[src/rtl/assert_macros.svh]
// Assertion macros for the RTL file that carries checks, detail_edge_remap.sv.
`ifndef ASSERT_MACROS_SVH
`define ASSERT_MACROS_SVH

// Same-cycle implication, disabled while reset is high.
`define ASSERT_IMPLIES(lbl, clk, rst, ante, cons) \
  lbl: assert property (@(posedge clk) disable iff (rst) (ante) |-> cons) \
    else $error("assertion failed");

// Next-cycle implication, disabled while reset is high.
`define ASSERT_NEXT(lbl, clk, rst, ante, cons) \
  lbl: assert property (@(posedge clk) disable iff (rst) (ante) |=> (cons)) \
    else $error("assertion failed");

`endif

[src/rtl/dera_pkg.sv]
// Types, constants and table-building functions of the detail/edge remap block.
package dera_pkg;

  localparam int unsigned PIX_W  = 16;
  localparam int unsigned FRAC_W = 16;
  localparam int unsigned REG_W  = 16;
  localparam int unsigned IDX_W  = 2;

  // Lower edge of the smoothstep interval; the upper edge is twice this.
  localparam logic [PIX_W-1:0] SMOOTH_LO = PIX_W'((1 << PIX_W) / 100);

  // Reciprocal of SMOOTH_LO, rounded up; (x * SMOOTH_RECIP) >> SMOOTH_SHIFT
  // equals floor(x * 2^FRAC_W / SMOOTH_LO) for every x below SMOOTH_LO.
  localparam int unsigned SMOOTH_SHIFT = 20;
  localparam logic [26:0] SMOOTH_RECIP =
    27'(((64'd1 << (FRAC_W + SMOOTH_SHIFT)) + 64'(SMOOTH_LO) - 64'd1) / 64'(SMOOTH_LO));

  localparam logic [REG_W-1:0] SIGMA_RESET = 16'd26214;
  localparam logic [REG_W-1:0] ALPHA_RESET = 16'd1024;
  localparam logic [REG_W-1:0] BETA_RESET  = 16'd4096;
  localparam logic [REG_W-1:0] ALPHA_ONE   = 16'd4096;

  typedef enum logic [IDX_W-1:0] {
    REG_RANGE_SIGMA = 2'd0,
    REG_DETAIL_EXP  = 2'd1,
    REG_EDGE_GAIN   = 2'd2
  } reg_index_t;

  typedef struct packed {
    logic [PIX_W-1:0] pixel_value;
    logic [PIX_W-1:0] reference_value;
    logic             outside_image;
    logic             last_in_window;
  } in_item_t;

  typedef struct packed {
    logic [PIX_W-1:0] remapped_value;
    logic             clipped;
    logic             window_end;
  } out_item_t;

  // Integer square root, bit by bit.
  function automatic logic [63:0] isqrt64(input logic [63:0] n_in);
    logic [63:0] n;
    logic [63:0] r;
    logic [63:0] b;
    n = n_in;
    r = '0;
    b = 64'h1 << 62;
    for (int s = 0; s < 32; s++) begin
      if (b > n) b = b >> 2;
    end
    for (int s = 0; s < 32; s++) begin
      if (b != 0) begin
        if (n >= r + b) begin
          n = n - (r + b);
          r = (r >> 1) + b;
        end else begin
          r = r >> 1;
        end
        b = b >> 2;
      end
    end
    return r;
  endfunction

  // log2 of a Q30 value in [1,2], Q30 result, by repeated squaring.
  function automatic logic [63:0] log2_q30(input logic [63:0] x_in);
    logic [63:0] x;
    logic [63:0] y;
    x = x_in;
    y = '0;
    if (x >= 64'h8000_0000) return 64'h4000_0000;
    for (int b = 1; b <= 30; b++) begin
      x = (x * x) >> 30;
      if (x >= 64'h8000_0000) begin
        x = x >> 1;
        y = y | (64'h1 << (30 - b));
      end
    end
    return y;
  endfunction

  // Log table entry, Q16, from a Q30 argument.
  function automatic logic [16:0] log_entry(input logic [63:0] x);
    logic [63:0] t;
    t = log2_q30(x) + 64'd8192;
    return 17'(t >> 14);
  endfunction

  // Exp2 table entry, Q16, from a Q30 fraction.
  function automatic logic [17:0] exp_entry(input logic [63:0] u);
    logic [63:0] roots [30];
    logic [63:0] acc;
    roots[0] = isqrt64(64'h2 << 60);
    for (int b = 1; b < 30; b++) roots[b] = isqrt64(roots[b-1] << 30);
    acc = 64'h4000_0000;
    for (int b = 0; b < 30; b++) begin
      if (((u >> (29 - b)) & 64'h1) != 0) acc = (acc * roots[b]) >> 30;
    end
    return 18'((acc + 64'd8192) >> 14);
  endfunction

endpackage

[src/rtl/dera_divider.sv]
// Pipelined restoring divider: one quotient bit per stage, numerator below divisor.
module dera_divider
  import dera_pkg::*;
#(
  parameter int unsigned W = 16
) (
  input  logic         clk,
  input  logic [W-1:0] num,
  input  logic [W-1:0] den,
  output logic [W-1:0] quo
);

  logic [W-1:0] rem_q [W-1];
  logic [W-1:0] den_q [W-1];
  logic [W-1:0] quo_q [W];

  for (genvar i = 0; i < W; i++) begin : g_step
    logic [W-1:0] rem_in;
    logic [W-1:0] den_in;
    logic [W-1:0] quo_in;
    logic [W:0]   trial;
    logic         fits;

    if (i == 0) begin : g_first
      assign rem_in = num;
      assign den_in = den;
      assign quo_in = '0;
    end else begin : g_rest
      assign rem_in = rem_q[i-1];
      assign den_in = den_q[i-1];
      assign quo_in = quo_q[i-1];
    end

    // shift in a zero and try the subtract
    assign trial = {rem_in, 1'b0};
    assign fits  = trial >= {1'b0, den_in};

    always_ff @(posedge clk) begin
      quo_q[i] <= {quo_in[W-2:0], fits};
    end

    if (i < W - 1) begin : g_carry
      always_ff @(posedge clk) begin
        rem_q[i] <= fits ? W'(trial - {1'b0, den_in}) : trial[W-1:0];
        den_q[i] <= den_in;
      end
    end
  end

  assign quo = quo_q[W-1];

endmodule

[config.mk]
export PLATFORM = sky130hd
export DESIGN_NAME = dera_divider
export DESIGN_NICKNAME = d
export VERILOG_FILES = /design/src/rtl/assert_macros.svh /design/src/rtl/dera_pkg.sv /design/src/rtl/dera_divider.sv
export SDC_FILE = /design/constraint.sdc
export NUM_CORES = 1
export LEC_CHECK = 0
export BUFFER_PORTS_ARGS = -buffer_cell sky130_fd_sc_hd__clkbuf_2
export CORE_ASPECT_RATIO = 0.9
export CORE_MARGIN = 2
export CORE_UTILIZATION = 40
export DETAILED_ROUTE_END_ITERATION = 10
export SYNTH_ARGS = -nofsm -noshare
export SYNTH_HDL_FRONTEND = slang
export SYNTH_SLANG_ARGS = --single-unit
[constraint.sdc]
create_clock -name clk -period 3.3 [get_ports clk]
set_input_delay 0.165 -clock clk [delete_from_list [all_inputs] [get_ports clk]]
set_output_delay 0.165 -clock clk [all_outputs]
set_load 0.02 [all_outputs]
==> results of run 1 <==
## power breakdown
| group | switching (W) | internal (W) | leakage, nW |
|---|---|---|---|
| clock network | 0.00293 | 0.00443 | 1.07 |
| registers | 0.00135 | 0.0100 | 5.19 |
| logic | 0.00855 | 0.00814 | 8.10 |
| total | 0.0128 | 0.0226 | 14.4 |
## worst max-delay path, stage by stage, from the launching register on
cell and delay (ps):
dfxtp_1 410, inv_1 60, ha_1 370, nand4_1 210
a21oi_1 230, o31ai_1 180, o2bb2ai_1 200, o21ai_2 900
mux2_2 450
## per-layer routing
| metal | global-route usage (%) | up-vias | share of wire [%] |
|---|---|---|---|
| li1 | - | 9793 | - |
| met1 | 20.1 | 9065 | 44 |
| met2 | 29.9 | 356 | 49 |
| met3 | 2.30 | 144 | 3.3 |
| met4 | 6.86 | 0 | 3.6 |
| met5 | 0 | - | 0 |
## cells by family (layout without fill, tap and decap cells)
logic type,count (synthesis),after routing,share of synthesized area (%)
and+or+nand+nor,513,513,9.38
AOI/OAI and AO/OA,653,653,16.1
xor gates and xnor gates,156,156,4.95
muxes,170,170,7.19
adders and majority gates,270,270,12.7
buffers and inverters,349,526,5.01
DFF,616,616,44.7
## registers in the layout, summed over array words and instances (netlist names)
signal / count
den_q: 240
rem_q: 240
quo_q: 136
## metrics by stage
step / cell area (um^2) / utilization, % / cells / total power (W)
floorplan: 27600 / - / 2727 / 0.0243
global placement: 29000 / 42.3 / 3689 / 0.0278
detailed placement: 29000 / 42.3 / 3689 / 0.0281
CTS: 31500 / 46.0 / 3834 / 0.0357
global route: 31500 / 46.0 / 3834 / 0.0380
finish: 31500 / 46.0 / 3834 / 0.0354
## worst min-delay path by stage
stage	end	depth (start not counted)	slack, ps	from
after floorplan	den_q[0][0]	0	190	den[0]
after global placement	den_q[0][3]	1	290	den[3]
after detailed placement	den_q[0][3]	1	290	den[3]
after CTS	rem_q[0][13]	5	110	num[15]
after global routing	den_q[0][5]	2	200	den[5]
final	rem_q[0][13]	5	150	num[15]
## placed cells by master (no fill, tap or decap), drive strengths merged, types with 17 or more instances in the layout
| master | n |
|---|---|
| a31oi | 28 |
| inv | 321 |
| xnor2 | 108 |
| a21oi | 165 |
| o21bai | 17 |
| and2 | 20 |
| a21boi | 18 |
| o211ai | 18 |
| clkbuf | 130 |
| nor2b | 44 |
| a211oi | 37 |
| a21o | 73 |
| xor2 | 48 |
| dfxtp | 616 |
| nand3 | 28 |
| nor2 | 154 |
| o31ai | 28 |
| mux2 | 154 |
| ha | 255 |
| o21a | 52 |
| nand2b | 34 |
| nor3 | 40 |
| nand2 | 92 |
| dlygate4sd3 | 31 |
| o21ai | 114 |
| nand4 | 26 |
## layout make-up
type                    instances  area [um^2]  area share, %
multi-input cells            1762        13900           44.1
flip-flops and latches        616        12300           39.2
clock buffers                  82         1750           5.55
inverters                     317         1190           3.78
well taps                     930         1160           3.70
repair buffers                 95          696           2.21
clock inverters                32          445           1.42
==> impl_metrics.env, run 1 <==
export IMPL_status="complete, no violations"
export IMPL_path_max_fanout=27
export IMPL_worst_pin_slew_ps=1160
export IMPL_p_leak_nw=14.4
export IMPL_synth_area_per_cell_um2=10.1
export IMPL_vias=19400
export IMPL_slew_headroom_pct=22.9
export IMPL_grt_pass1_wl_um=97000
export IMPL_rr_endpoint="rem_q[0][100]"
export IMPL_synth_seq_cells=616
export IMPL_worstSkewPairLatency_ps=630
export IMPL_maxSlewViolCount=0
export IMPL_critPathLaunchType="flip-flop"
export IMPL_r2r_start="den_q[0][86]"
export IMPL_drive_gt1_share_pct=12.3
export IMPL_rsz0062_at_grt="no"
export IMPL_clkTransAtPathRegs_ps=60
export IMPL_rrSetupSlack_ps=170
export IMPL_setup_viol=0
export IMPL_numClockSinks=616
export IMPL_num_rows=91
export IMPL_fill_cells=6296
export IMPL_required_ps=3810
export IMPL_synth_ff_type="dfxtp_1"
export IMPL_grt_use_total_pct=16.7
export IMPL_htree_levels=2
export IMPL_syn_to_final_growth_pct=14.0
export IMPL_core_um2=68400
export IMPL_diodes=0
export IMPL_ys_top_cells_by_count="dfxtp_1, inv_1, ha_1"
export IMPL_arrival_ps=3640
export IMPL_antenna_left=0
export IMPL_post_route_period_util_pct=94.7
export IMPL_holdBufCountCts=31
export IMPL_ff2ff_path_depth=8
export IMPL_drt_iter0_markers=917
export IMPL_yosysUniqueCellTypes=86
export IMPL_drt_pass1_iter_count=6
export IMPL_hold_viol=0
export IMPL_die_h_um=253
export IMPL_synth_warnings=0
export IMPL_async_flop_share_pct=0
export IMPL_startpoint="den_q[0][86]"
export IMPL_cp_endpoint="rem_q[0][100]"
export IMPL_hold_path_class="input port to flip-flop"
export IMPL_peakVddDrop_v=0.000544
export IMPL_grt_max_degree=28
export IMPL_criticalPathCategory="flip-flop to flip-flop"
export IMPL_yosysMostFrequentCell="dfxtp_1"
export IMPL_whs_ps=153
export IMPL_grt_pass1_vias=19700
export IMPL_drc_errors=0
export IMPL_ctsResizeCount=0
export IMPL_fin_skew_ps=23.6
export IMPL_fmax_mhz=320
export IMPL_numPortBuffers=48
export IMPL_syn_nets=3030
export IMPL_cts_made_buffers=61
export IMPL_antenna_found_initial=0
export IMPL_pre_cts_ws_ps=197
export IMPL_initial_utilization_pct=40.3
export IMPL_ys_top_cells_by_area="dfxtp_1, ha_1, mux2_2"
export IMPL_endpoint_kind="flip-flop"
export IMPL_dpl_hpwl_um=46400
export IMPL_synth_top_area_share_pct=44.7
export IMPL_layout_setup_ws_ps=173
export IMPL_grt_overflow_total=0
export IMPL_synth_yosys_seq_area_share_pct=44.7
export IMPL_synth_edff_count=0
export IMPL_post_drt_wl_per_cell_um=15.4
export IMPL_cts_root_buf="clkbuf_16"
export IMPL_cts_max_path_buffers=3
export IMPL_viasPerCell=5.05
export IMPL_syn_cell_area_um2=27600
export IMPL_postCtsSetupRepairBufs=0
export IMPL_final_setup_tns_ps=0
export IMPL_fin_crit_ps=3130
export IMPL_final_nets=3156
export IMPL_syn_inst=2727
export IMPL_drv_cap=0
export IMPL_gp_congestion=0.900
export IMPL_die_area_um2=71100
export IMPL_yosys_area_top_type="dfxtp_1"
export IMPL_pin_count=49
export IMPL_die_x_um=281
export IMPL_p_per_area_nw_per_um2=1130
export IMPL_cts_tree="built"
export IMPL_wirelength_um=59200
No activity file was read; power rests on OpenSTA's default activity.
==> run 2: changes to the inputs <==
GPL_ROUTABILITY_DRIVEN = 1   (was not set)
clock period = 3.6 ns   (was 3.3 ns; I/O delays follow)
==> run 2 against run 1 <==
Net effect: hold slack gained 17 ps; register-to-register slack gained 380 ps; first-iteration DRC count grew 1.6%.
==> impl_metrics.env, run 2 (same netlist as run 1, synthesis figures left out) <==
export IMPL_required_ps=4080
export IMPL_drt_pass1_iter_count=5
export IMPL_antenna_left=0
export IMPL_htree_levels=2
export IMPL_antenna_found_initial=1
export IMPL_worstHoldEndpoint="rem_q[0][13]"
export IMPL_hold_viol=0
export IMPL_die_area_um2=71100
export IMPL_p_leak_nw=14.3
export IMPL_worst_pin_slew_ps=1120
export IMPL_cp_top_family="compound AO/OA/AOI/OAI gates"
export IMPL_grt_pass1_wl_um=96200
export IMPL_critPathLaunchType="flip-flop"
export IMPL_drc_errors=0
export IMPL_peakVddDrop_v=0.000429
export IMPL_p_per_area_nw_per_um2=1030
export IMPL_maxSlewViolCount=0
export IMPL_r2r_start="den_q[0][86]"
export IMPL_core_um2=68400
export IMPL_rr_endpoint="rem_q[0][100]"
export IMPL_die_h_um=253
export IMPL_holdBufCountCts=31
export IMPL_final_cell_mix="dfxtp_1, inv_1, ha_1"
export IMPL_power_w=0.0323
export IMPL_postCtsSetupRepairBufs=0
export IMPL_syn_to_final_growth_pct=13.7
export IMPL_fin_skew_ps=18.0
export IMPL_final_common_cell="dfxtp_1"
export IMPL_ctsResizeCount=0
export IMPL_viasPerCell=5.02
export IMPL_cts_root_buf="clkbuf_16"
export IMPL_post_route_period_util_pct=84.7
export IMPL_place_area_um2=28900
export IMPL_arrival_ps=3530
export IMPL_numPortBuffers=48
export IMPL_pin_count=49
export IMPL_worstSkewPairLatency_ps=610
export IMPL_rrSetupSlack_ps=550
export IMPL_gp_congestion=0.911
export IMPL_cts_tree="built"
export IMPL_post_drt_wl_per_cell_um=15.4
export IMPL_numClockSinks=616
export IMPL_ff2ff_path_depth=8
export IMPL_clkTransAtPathRegs_ps=60
export IMPL_vias=19200
export IMPL_drive_gt1_share_pct=12.2
export IMPL_grt_pass1_vias=18900
export IMPL_whs_ps=170
export IMPL_path_max_fanout=27
export IMPL_criticalPathCategory="flip-flop to flip-flop"
export IMPL_endpoint_kind="flip-flop"
export IMPL_min_path_cells=5
export IMPL_slew_headroom_pct=25.3
export IMPL_wirelength_um=58900
export IMPL_hold_path_class="input port to flip-flop"
export IMPL_final_area_um2=31400
export IMPL_min_from="num[15]"
export IMPL_drv_cap=0
export IMPL_initial_utilization_pct=40.3
export IMPL_grt_max_degree=28
export IMPL_final_nets=3151
export IMPL_fin_crit_ps=3050
export IMPL_num_rows=91
export IMPL_setup_viol=0
export IMPL_grt_use_total_pct=16.6
export IMPL_grt_overflow_total=0
export IMPL_final_setup_tns_ps=0
export IMPL_crit_slowest_cell="o21ai_2"
export IMPL_fmax_mhz=328
export IMPL_slowest_delay_ps=870
export IMPL_drt_iter0_markers=932
export IMPL_largestRegisters="den_q (240), rem_q (240), quo_q (136)"
export IMPL_path_cells="inv_1 > ha_1 > nand4_1 > a21oi_1 > o31ai_1 > o2bb2ai_1 > o21ai_2 > mux2_2"
export IMPL_status="complete, no violations"
export IMPL_dpl_hpwl_um=46400
export IMPL_critical_path_buf_inv_count=1
export IMPL_cts_made_buffers=60
export IMPL_die_x_um=281
export IMPL_cts_max_path_buffers=3
export IMPL_rsz0062_at_grt="no"
[run 2: cell types whose count changed in the layout (fill, tap and decap cells not counted), sizes merged]
cell	before	now
buf	16	12
clkbuf	130	128
bufinv	9	8
diode	0	1
[run 2: power by group]
group / internal [W] / switching (W) / total [W]
combinational: 0.00736 / 0.00783 / 0.0152
sequential: 0.00921 / 0.00122 / 0.0104
clock: 0.00398 / 0.00267 / 0.00665
[run 2: how the worst max path moves through the flow]
stage               cells past startpoint            end    startpoint  slack, ps
detailed placement                      8  rem_q[0][104]  den_q[0][84]        600
global route                            8  rem_q[0][111]  den_q[0][85]        320
global placement                        8  rem_q[0][100]  den_q[0][86]        590
floorplan                              10   rem_q[1][55]  den_q[1][33]       1110
finish                                  8  rem_q[0][100]  den_q[0][86]        550
CTS                                     8  rem_q[0][100]  den_q[0][84]        570
[run 2: area by class of cell]
type	count	area, um^2
Antenna cell	1	2.50
Clock buffer	80	1740
Clock inverter	31	417
Fill cell	6358	37100
Inverter	317	1190
Multi-Input combinational cell	1762	13900
Sequential cell	616	12300
Tap cell	930	1160
Timing Repair Buffer	91	641
[run 2: worst min-delay path, stage by stage]
cell and delay, ps:
clkbuf_2 90, inv_1 50, a41oi_1 190, nor2_1 100, a221o_1 140
[run 2: routing by layer]
metal | vias to the layer above | part of all wire (%) | routed length [um] | global-route usage (%)
met4 | 0 | 2.9 | 1730 | 5.78
met2 | 357 | 49 | 28600 | 29.4
met5 | - | 0 | 0 | 0
met1 | 8928 | 45 | 26500 | 20.5
met3 | 113 | 3.6 | 2120 | 2.36
li1 | 9825 | - | - | -
[run 2: per-stage QoR]
| stage | setup WS, ps | cells | utilization [%] |
|---|---|---|---|
| 2_1_floorplan | 1110 | 2727 | - |
| 3_3_place_gp | 587 | 3685 | 42.2 |
| 3_5_place_dp | 595 | 3685 | 42.2 |
| 4_1_cts | 572 | 3827 | 45.8 |
| 5_1_grt | 318 | 3827 | 45.8 |
| 6_report | 552 | 3828 | 45.8 |
